File: config.mk
export PLATFORM = sky130hd
export DESIGN_NAME = tcc_seq
export DESIGN_NICKNAME = d
export VERILOG_FILES = /design/src/tcc_pkg.sv /design/src/tcc_seq.sv
export SDC_FILE = /design/constraint.sdc
export NUM_CORES = 1
export LEC_CHECK = 0
export ABC_CLOCK_PERIOD_IN_PS = 4000
export BUFFER_PORTS_ARGS = -buffer_cell sky130_fd_sc_hd__buf_2
export CAP_MARGIN = 20
export CORE_UTILIZATION = 45
export CTS_CLUSTER_DIAMETER = 30
export DETAILED_ROUTE_END_ITERATION = 10
export HOLD_SLACK_MARGIN = 0.15
export PLACE_DENSITY = 0.81
export SYNTH_ARGS = -nofsm -noshare
export SYNTH_HDL_FRONTEND = slang
export SYNTH_SLANG_ARGS = --single-unit
File: constraint.sdc
create_clock -name clock -period 4 [get_ports clock]
set_input_delay 0.2 -clock clock [delete_from_list [all_inputs] [get_ports clock]]
set_output_delay 0.2 -clock clock [all_outputs]
set_load 0.01 [all_outputs]
File: src/tcc_pkg.sv
// Shared types, constants and the microcode store for the text console.
// No dependencies; the sequencer, top level, checker and testbench import it.
package tcc_pkg;

   // Default screen geometry.
   localparam int DEF_COLUMNS = 80;
   localparam int DEF_ROWS    = 25;

   // Fixed field widths of the item and result transfers.
   localparam int CURSOR_W = 11;
   localparam int CHAR_W   = 8;

   // Opcodes of an input item.
   localparam logic [1:0] OP_PUT   = 2'd0;
   localparam logic [1:0] OP_READ  = 2'd1;
   localparam logic [1:0] OP_CLEAR = 2'd2;

   // Character codes with special handling.
   localparam logic [CHAR_W-1:0] CODE_BACKSPACE = 8'd8;
   localparam logic [CHAR_W-1:0] CODE_LINEFEED  = 8'd10;
   localparam logic [CHAR_W-1:0] CODE_RETURN    = 8'd13;
   localparam logic [CHAR_W-1:0] CODE_SPACE     = 8'd32;

   typedef struct packed {
      logic [1:0]          opcode;
      logic [CHAR_W-1:0]   char_code;
      logic [CURSOR_W-1:0] cell_index;
   } req_type;

   typedef struct packed {
      logic [CURSOR_W-1:0] cursor_pos;
      logic [CHAR_W-1:0]   read_char;
      logic                scrolled;
   } rsp_type;

   // Microcode fields.
   typedef enum logic [2:0] {
      MEM_NONE, MEM_WR_CHAR, MEM_WR_SPACE, MEM_WR_ZERO, MEM_WR_RDATA,
      MEM_RD_SHIFT, MEM_RD_INDEX
   } mem_op_type;

   typedef enum logic [1:0] {COL_HOLD, COL_ZERO, COL_INC, COL_DEC} col_op_type;
   typedef enum logic [1:0] {ROW_HOLD, ROW_INC, ROW_LAST} row_op_type;
   typedef enum logic [1:0] {PTR_HOLD, PTR_ZERO, PTR_INC} ptr_op_type;

   typedef enum logic [2:0] {
      JMP_NEXT, JMP_ALWAYS, JMP_COL_ZERO, JMP_COL_NOT_WRAP, JMP_ROW_NOT_OVER,
      JMP_PTR_NOT_SHIFT_END, JMP_PTR_NOT_END
   } jump_type;

   typedef enum logic [1:0] {FIN_NONE, FIN_QUIET, FIN_RESULT} fin_type;

   typedef logic [4:0] step_type;

   // Step addresses of the microprogram.
   localparam step_type S_INIT      = 5'd0;
   localparam step_type S_INIT_FILL = 5'd1;
   localparam step_type S_INIT_END  = 5'd2;
   localparam step_type S_PUT       = 5'd3;
   localparam step_type S_WRAP      = 5'd4;
   localparam step_type S_WRAP_DO   = 5'd5;
   localparam step_type S_ROWCHK    = 5'd6;
   localparam step_type S_SCROLL    = 5'd7;
   localparam step_type S_SH_RD     = 5'd8;
   localparam step_type S_SH_WR     = 5'd9;
   localparam step_type S_FILL      = 5'd10;
   localparam step_type S_DONE      = 5'd11;
   localparam step_type S_LF        = 5'd12;
   localparam step_type S_CR        = 5'd13;
   localparam step_type S_BS        = 5'd14;
   localparam step_type S_BS_DEC    = 5'd15;
   localparam step_type S_BS_WR     = 5'd16;
   localparam step_type S_RD        = 5'd17;
   localparam step_type S_RD_CAP    = 5'd18;
   localparam step_type S_CLEAR     = 5'd19;

   typedef struct packed {
      mem_op_type mem;
      col_op_type col;
      row_op_type row;
      ptr_op_type ptr;
      logic       set_scroll;
      logic       capture;
      jump_type   jump;
      step_type   target;
      fin_type    fin;
   } ucode_type;

   // Conditions that the datapath reports to the sequencer.
   typedef struct packed {
      logic col_zero;
      logic col_not_wrap;
      logic row_not_over;
      logic ptr_not_shift_end;
      logic ptr_not_end;
   } cond_type;

   localparam ucode_type UC_NOP = '{
      mem: MEM_NONE, col: COL_HOLD, row: ROW_HOLD, ptr: PTR_HOLD,
      set_scroll: 1'b0, capture: 1'b0, jump: JMP_NEXT, target: S_INIT,
      fin: FIN_NONE
   };

   // Read-only control store: one control word per step.
   function automatic ucode_type ucode_rom(input step_type step);
      ucode_type w;
      w = UC_NOP;
      case (step)
         S_INIT: w.ptr = PTR_ZERO;
         S_INIT_FILL: begin
            w.mem    = MEM_WR_ZERO;
            w.ptr    = PTR_INC;
            w.jump   = JMP_PTR_NOT_END;
            w.target = S_INIT_FILL;
         end
         S_INIT_END: w.fin = FIN_QUIET;
         S_PUT: begin
            w.mem = MEM_WR_CHAR;
            w.col = COL_INC;
         end
         S_WRAP: begin
            w.jump   = JMP_COL_NOT_WRAP;
            w.target = S_DONE;
         end
         S_WRAP_DO: begin
            w.col = COL_ZERO;
            w.row = ROW_INC;
         end
         S_ROWCHK: begin
            w.jump   = JMP_ROW_NOT_OVER;
            w.target = S_DONE;
         end
         S_SCROLL: begin
            w.row        = ROW_LAST;
            w.set_scroll = 1'b1;
            w.ptr        = PTR_ZERO;
         end
         S_SH_RD: w.mem = MEM_RD_SHIFT;
         S_SH_WR: begin
            w.mem    = MEM_WR_RDATA;
            w.ptr    = PTR_INC;
            w.jump   = JMP_PTR_NOT_SHIFT_END;
            w.target = S_SH_RD;
         end
         S_FILL: begin
            w.mem    = MEM_WR_ZERO;
            w.ptr    = PTR_INC;
            w.jump   = JMP_PTR_NOT_END;
            w.target = S_FILL;
         end
         S_DONE: w.fin = FIN_RESULT;
         S_LF: begin
            w.col    = COL_ZERO;
            w.row    = ROW_INC;
            w.jump   = JMP_ALWAYS;
            w.target = S_ROWCHK;
         end
         S_CR: begin
            w.col    = COL_ZERO;
            w.jump   = JMP_ALWAYS;
            w.target = S_DONE;
         end
         S_BS: begin
            w.jump   = JMP_COL_ZERO;
            w.target = S_DONE;
         end
         S_BS_DEC: w.col = COL_DEC;
         S_BS_WR: begin
            w.mem    = MEM_WR_SPACE;
            w.jump   = JMP_ALWAYS;
            w.target = S_DONE;
         end
         S_RD: w.mem = MEM_RD_INDEX;
         S_RD_CAP: begin
            w.capture = 1'b1;
            w.jump    = JMP_ALWAYS;
            w.target  = S_DONE;
         end
         S_CLEAR: begin
            w.ptr    = PTR_ZERO;
            w.jump   = JMP_ALWAYS;
            w.target = S_FILL;
         end
         default: w.fin = FIN_QUIET;
      endcase
      return w;
   endfunction

endpackage

File: src/tcc_seq.sv
// Microcode sequencer: step counter, control store lookup and jump logic.
// Depends on tcc_pkg for the control word, condition and step types.
module tcc_seq (
   input  logic                clock,
   input  logic                reset,
   input  logic                start,
   input  tcc_pkg::step_type   entry,
   input  tcc_pkg::cond_type   cond,
   input  logic                out_full,
   output tcc_pkg::ucode_type  uword,
   output logic                busy
);
   import tcc_pkg::*;

   step_type upc_ff, upc_in;
   logic     run_ff, run_in;
   logic     taken;

   // The control word is a no-operation while the sequencer is idle.
   assign uword = run_ff ? ucode_rom(upc_ff) : UC_NOP;
   assign busy  = run_ff;

   // Evaluate the jump condition of the current step.
   always_comb begin
      case (uword.jump)
         JMP_ALWAYS:            taken = 1'b1;
         JMP_COL_ZERO:          taken = cond.col_zero;
         JMP_COL_NOT_WRAP:      taken = cond.col_not_wrap;
         JMP_ROW_NOT_OVER:      taken = cond.row_not_over;
         JMP_PTR_NOT_SHIFT_END: taken = cond.ptr_not_shift_end;
         JMP_PTR_NOT_END:       taken = cond.ptr_not_end;
         default:               taken = 1'b0;
      endcase
   end

   // Next step: dispatch on a new item, stall while the result cannot be
   // handed over, finish on a closing step, otherwise jump or fall through.
   always_comb begin
      run_in = run_ff;
      upc_in = upc_ff;
      if (!run_ff) begin
         if (start) begin
            run_in = 1'b1;
            upc_in = entry;
         end
      end else begin
         case (uword.fin)
            FIN_RESULT: begin
               if (!out_full) begin
                  run_in = 1'b0;
               end
            end
            FIN_QUIET: run_in = 1'b0;
            default:   upc_in = taken ? uword.target : upc_ff + step_type'(1);
         endcase
      end
   end

   // After reset the program starts with the clearing pass.
   always_ff @(posedge clock) begin
      if (reset) begin
         run_ff <= 1'b1;
         upc_ff <= S_INIT;
      end else begin
         run_ff <= run_in;
         upc_ff <= upc_in;
      end
   end

endmodule

==> results of run 1 <==
synth_stat cells (2+ instances only):
library cell,count,share of area (%)
a2111oi_2,2,2.4
a211oi_1,4,2.4
a21oi_1,8,3.3
a31oi_1,5,2.5
and2_1,3,1.5
buf_2,3,1.2
buf_4,4,2.4
clkbuf_1,7,2.1
dfxtp_1,6,9.8
ha_1,7,7.1
inv_1,11,3.4
nand2_1,11,3.4
nand2b_1,7,3.6
nand3_1,4,1.6
nor2_1,28,8.6
nor2b_1,3,1.5
nor3_1,3,1.2
nor3_2,2,1.6
o211ai_1,3,1.8
o211ai_2,3,3.1
o21a_1,2,1.2
o21ai_0,10,4.1
o22a_1,2,1.4
o31ai_1,2,1.2
or3_1,3,1.5
cells by family after synthesis:
group / count (synthesis)
other cells: 1
fa+ha+maj: 7
buf+inv: 26
compound gates: 60
simple gates: 71
xor+xnor: 2
mux: 1
flops: 6
stage by stage:
step	hold WS [ns]	cell area, µm²
4_1_cts	0.1906	1390
6_report	0.1893	1390
3_3_place_gp	0.4515	1368
3_5_place_dp	0.4504	1368
5_1_grt	0.2045	1390
2_1_floorplan	0.2689	1227
worst min-delay path, stage by stage:
cell and delay [ns]:
buf_2 0.08, o21ai_0 0.06, nand2b_1 0.06
worst paths after layout:
path	startpoint	to	cells past startpoint
worst max-delay path	upc_ff[0]	upc_ff[0]	13
worst min register to register	upc_ff[0]	upc_ff[0]	2
worst min-delay path	start	busy	3
worst max register to register	upc_ff[0]	upc_ff[0]	13
sequential cells by signal, summed over array words and instances, names as in the netlist:
signal	cells
busy	1
upc_ff	5
layout make-up:
class	count	area [µm²]
Clock buffer	3	22.52
Fill cell	266	1132
Inverter	11	41.29
Multi-Input combinational cell	142	983.4
Sequential cell	6	120.1
Tap cell	30	37.54
Timing Repair Buffer	36	185.2
where the power goes:
part	total [mW]	internal, mW	switching (mW)
Combinational	1.03	0.415	0.617
Clock	0.0576	0.0340	0.0235
Sequential	0.145	0.0857	0.0594
Total	1.23	0.535	0.700
per-layer routing:
| metal | share of wire [%] | wire length, µm | vias to the layer above |
|---|---|---|---|
| li1 | - | - | 682 |
| met5 | 0 | 0 | - |
| met2 | 47 | 1503 | 53 |
| met3 | 4.4 | 139 | 7 |
| met4 | 1.9 | 61 | 0 |
| met1 | 46 | 1477 | 622 |
==> impl_metrics.env, run 1 <==
export IMPL_tns_ns=0
export IMPL_outcome="finished clean"
export IMPL_clock_skew_ns=0.01026
export IMPL_worstMarginPinSlew_ns=0.9509
export IMPL_slew_headroom_pct=36.52
export IMPL_worstPathRequired_ns=4.13
export IMPL_power_leakage_nw=0.6027
export IMPL_worst_path_largest_cell_delay_ns=0.43
export IMPL_period_minus_slack_ns=3.158
export IMPL_ir_drop_mv=0.5984
export IMPL_synth_distinct_cells=56
export IMPL_cap_violations=0
export IMPL_viasPerCell=5.982
export IMPL_synthCells=174
export IMPL_ys_warnings_count=0
export IMPL_layout_setup_ws_ns=0.8417
export IMPL_grt_antenna_before_repair=0
export IMPL_syn_to_final_growth_pct=13.25
export IMPL_wl_mm=3.181
export IMPL_met3_usage_pct=1.667
export IMPL_cts_resized=0
export IMPL_grt_pass1_vias=1117
export IMPL_cts_root_buffer="clkbuf_4"
export IMPL_synth_compound_area_share_pct=41.39
export IMPL_synth_avg_cell_area_um2=7.054
export IMPL_hpwl_mm=2.356
export IMPL_drc=0
export IMPL_path_clk_slew_ns=0.05
export IMPL_critPathSlowestCell="or3_1"
export IMPL_drive_gt1_share_pct=29.29
export IMPL_ant_nets=0
export IMPL_crit_chain="inv_1 > ha_1 > nand2_1 > o21ai_0 > o21ai_0 > o31ai_1 > or3_1 > inv_1 > ha_1 > and2_1 > nor2_1 > a311oi_1 > a2111oi_2"
export IMPL_first_pass_iters=4
export IMPL_cts_sinks=6
export IMPL_synth_edf_count=0
export IMPL_die_area_mm2=0.002940
export IMPL_async_reset_ff_share_pct=0
export IMPL_track_usage_pct=23.50
export IMPL_fin_util_pct=55.11
export IMPL_setup_worst_path_end_class="register"
export IMPL_grt_busiest_layer="met2"
export IMPL_io_buffers=34
export IMPL_ys_seq_area_share_pct=9.786
export IMPL_dp_cells=225
export IMPL_synthMuxAreaShare_pct=0.9174
export IMPL_rsz0062_at_grt="no"
export IMPL_pre_cts_ws_ns=0.8826
export IMPL_drt_iter0_drc=68
export IMPL_critPathLaunchType="register"
export IMPL_cts_setup_buffers=0
export IMPL_dieHeight_um=54.23
export IMPL_fin_nets=221
export IMPL_cts_tree="built"
export IMPL_cts_buffers=3
export IMPL_final_common_cell="buf_2"
export IMPL_synthSimpleGateAreaFrac_pct=28.95
export IMPL_grt_pass1_wl_mm=5.112
export IMPL_critical_path_arrival_ns=3.29
export IMPL_synth_nets=195
export IMPL_rrSetupSlack_ns=0.84
export IMPL_pin_count=36
export IMPL_num_rows=18
export IMPL_die_w_um=54.23
export IMPL_core_area_mm2=0.002522
export IMPL_min_delay_path_class="in2reg"
export IMPL_hold_viol_final=0
export IMPL_cts_buffer_depth=2
export IMPL_synth_xor_area_share_pct=1.427
export IMPL_gp_congestion=0.8868
export IMPL_powerDensity_mw_per_mm2=887.9
export IMPL_synth_main_ff_cell="dfxtp_1"
export IMPL_finalSetupViolCount=0
export IMPL_finalPower_mw=1.234
export IMPL_final_cell_mix="34 x buf_2, 28 x nor2_1, 11 x inv_1, 11 x nand2_1, 10 x o21ai_0"
export IMPL_htree_levels=1
export IMPL_syn_cell_area_mm2=0.001227
export IMPL_slew_viol_final=0
export IMPL_fmax_mhz=316.6
export IMPL_synth_top_family_by_area="compound AO/OA/AOI/OAI gates"
export IMPL_grt_use_met2_pct=35.37
export IMPL_via_count=1364
export IMPL_synth_fa_ha_area_share_pct=7.136
export IMPL_yosys_register_bits=6
export IMPL_min_period_over_period_pct=78.96
export IMPL_clk_latency_ns=0.25
export IMPL_antenna_cells=0
export IMPL_floorplan_initialDensity_pct=48.66
export IMPL_wl_per_cell_um=13.95
export IMPL_worstSetupPathType="reg2reg"
export IMPL_use_met1_pct=34.05
export IMPL_ctsHoldBuffers=0
export IMPL_crit_family="simple AND/OR/NAND/NOR gates"
export IMPL_stdcell_count=228
export IMPL_crit_fanout=15
export IMPL_grt_overflow=0
export IMPL_crit_buf_inv=2
export IMPL_grt_max_degree=30
Power figures use the tool's default switching activity.
==> inputs of run 2 (changes only) <==
Settings changed: ABC_CLOCK_PERIOD_IN_PS 4000 to 2600, PLACE_DENSITY 0.81 to 0.84.
Clock period 4 ns to 2.6 ns, I/O delays scaled along.
==> impl_metrics.env, run 2 (same netlist as run 1, synthesis figures left out) <==
export IMPL_outcome="finished clean"
export IMPL_p_int_mw=1.143
export IMPL_hold_slack_ns=0.2505
export IMPL_r2r_start="upc_ff[0]"
export IMPL_hold_viol_final=0
export IMPL_hpwl_mm=2.827
export IMPL_drt_iter0_drc=35
export IMPL_cts_tree="built"
export IMPL_final_common_cell="buf_2"
export IMPL_final_cell_mix="34 x buf_2, 25 x nor2_1, 25 x buf_4"
export IMPL_die_area_mm2=0.002940
export IMPL_holdPathEnd="busy"
export IMPL_worstSetupPathType="reg2reg"
export IMPL_r2r_cells=12
export IMPL_reg2reg_to="upc_ff[0]"
export IMPL_wl_per_cell_um=17.30
export IMPL_pin_count=36
export IMPL_clk_latency_ns=0.26
export IMPL_antenna_cells=0
export IMPL_largest_register="upc_ff"
export IMPL_fin_util_pct=69.30
export IMPL_largest_reg_flops=5
export IMPL_crit_fanout=5
export IMPL_grt_pass1_wl_mm=5.996
export IMPL_rsz0062_at_grt="yes"
export IMPL_clock_skew_ns=0.007548
export IMPL_finalSetupViolCount=0
export IMPL_critPathLaunchType="register"
export IMPL_floorplan_initialDensity_pct=48.66
export IMPL_core_area_mm2=0.002522
export IMPL_cts_buffer_depth=2
export IMPL_critical_path_arrival_ns=2.73
export IMPL_pwr_share_seq_pct=9.0
export IMPL_viasPerCell=6.133
export IMPL_min_period_over_period_pct=99.01
export IMPL_die_w_um=54.23
export IMPL_grt_max_degree=22
export IMPL_grt_pass1_vias=1304
export IMPL_power_leakage_nw=0.7528
export IMPL_cts_root_buffer="clkbuf_4"
export IMPL_powerDensity_mw_per_mm2=1412
export IMPL_syn_to_final_growth_pct=42.41
export IMPL_path_clk_slew_ns=0.05
export IMPL_setup_worst_path_end_class="register"
export IMPL_ir_drop_mv=1.112
export IMPL_via_count=1564
export IMPL_dieHeight_um=54.23
export IMPL_power_switching_mw=1.325
export IMPL_num_rows=18
export IMPL_cap_violations=0
export IMPL_worstHoldStart="out_full"
export IMPL_min_delay_path_class="in2reg"
export IMPL_pwr_share_clk_pct=3.8
export IMPL_ant_nets=0
export IMPL_wl_mm=4.412
export IMPL_drc=0
export IMPL_track_usage_pct=28.35
export IMPL_grt_antenna_before_repair=0
export IMPL_fin_nets=248
export IMPL_io_buffers=34
export IMPL_share_comb_of_total_power_pct=87.2
export IMPL_gp_congestion=0.8977
export IMPL_cts_buffers=3
export IMPL_cts_sinks=6
export IMPL_hold_path_depth=5
export IMPL_worstPathRequired_ns=2.76
export IMPL_slew_viol_final=0
export IMPL_grt_overflow=0
export IMPL_first_pass_iters=4
export IMPL_period_minus_slack_ns=2.574
export IMPL_rrSetupSlack_ns=0.03
export IMPL_p_sw_share_pct=53.68
export IMPL_drive_gt1_share_pct=48.89
export IMPL_fmax_mhz=388.5
export IMPL_htree_levels=1
[run 2: cell types whose count changed in the layout (fill, tap and decap cells not counted), moves of 4 or more]
cell     delta
dfxtp_1     -4
ha_4        +4
ha_1        -4
buf_4      +23
inv_1       -4
o21ai_0     -4
nand2_1     -4
nand2_2     +4
[run 2: area by class of cell]
type,count,area (µm²)
clock buffers,3,22.52
repair buffers,63,407.9
well taps,30,37.54
fillers,201,774.5
flip-flops and latches,6,130.1
multi-input cells,142,1104
inverters,11,46.29
[run 2: power by group through the flow]
stage / Sequential [mW] / Combinational [mW] / Clock, mW
finish: 0.223 / 2.15 / 0.0942
global route: 0.226 / 2.30 / 0.0997
detailed placement: 0.199 / 1.83 / 0
CTS: 0.199 / 1.88 / 0.0969
global placement: 0.198 / 1.80 / 0
floorplan: 0.173 / 1.40 / 0
[run 2: what timing repair did]
| action | 4_1_cts | 5_1_grt |
|---|---|---|
| pin swaps | 1 | 10 |
| buffers inserted | 1 | 3 |
| gates resized for setup | 6 | 22 |
| hold buffers | 3 | 0 |
| endpoints found under the setup margin | 2 | 5 |
| endpoints found under the hold margin | 4 | 0 |
[run 2: metal layers]
metal / GRT usage, % / vias up / wire length, µm
met5: 0 / - / 0
met4: 11.54 / 0 / 139
met3: 1.667 / 13 / 225
met2: 46.95 / 70 / 2212
met1: 37.85 / 739 / 1834
li1: - / 742 / -
[run 2: how the worst max path moves through the flow]
stage	from	to	slack [ns]	depth (start not counted)
finish	upc_ff[0]	upc_ff[0]	0.03	12
global route	upc_ff[0]	upc_ff[2]	-0.09	13
CTS	upc_ff[0]	upc_ff[0]	0.001	13
detailed placement	upc_ff[0]	upc_ff[0]	-0.06	12
global placement	upc_ff[1]	upc_ff[0]	0.02	12
floorplan	upc_ff[0]	upc_ff[0]	0.003	13
[run 2: metrics by stage]
stage	setup slack, ns	cell area (µm²)	cells	power (mW)	setup TNS, ns
global placement	0.02129	1553	245	1.999	0
CTS	0.001199	1625	252	2.175	0
finish	0.02583	1748	255	2.469	0
detailed placement	-0.05630	1553	245	2.033	-0.06990
floorplan	0.002747	1286	174	1.568	0
global route	-0.08946	1748	255	2.628	-0.1706
[run 2: worst max-delay path: stages, from the launching register on]
cell	delay [ns]
dfxtp_4	0.40
inv_4	0.06
ha_4	0.18
o21ai_2	0.16
nand2_1	0.08
a211o_1	0.25
or3_4	0.41
inv_4	0.07
ha_4	0.19
and2_4	0.17
nor2_4	0.11
nor2_2	0.05
a2111oi_2	0.32
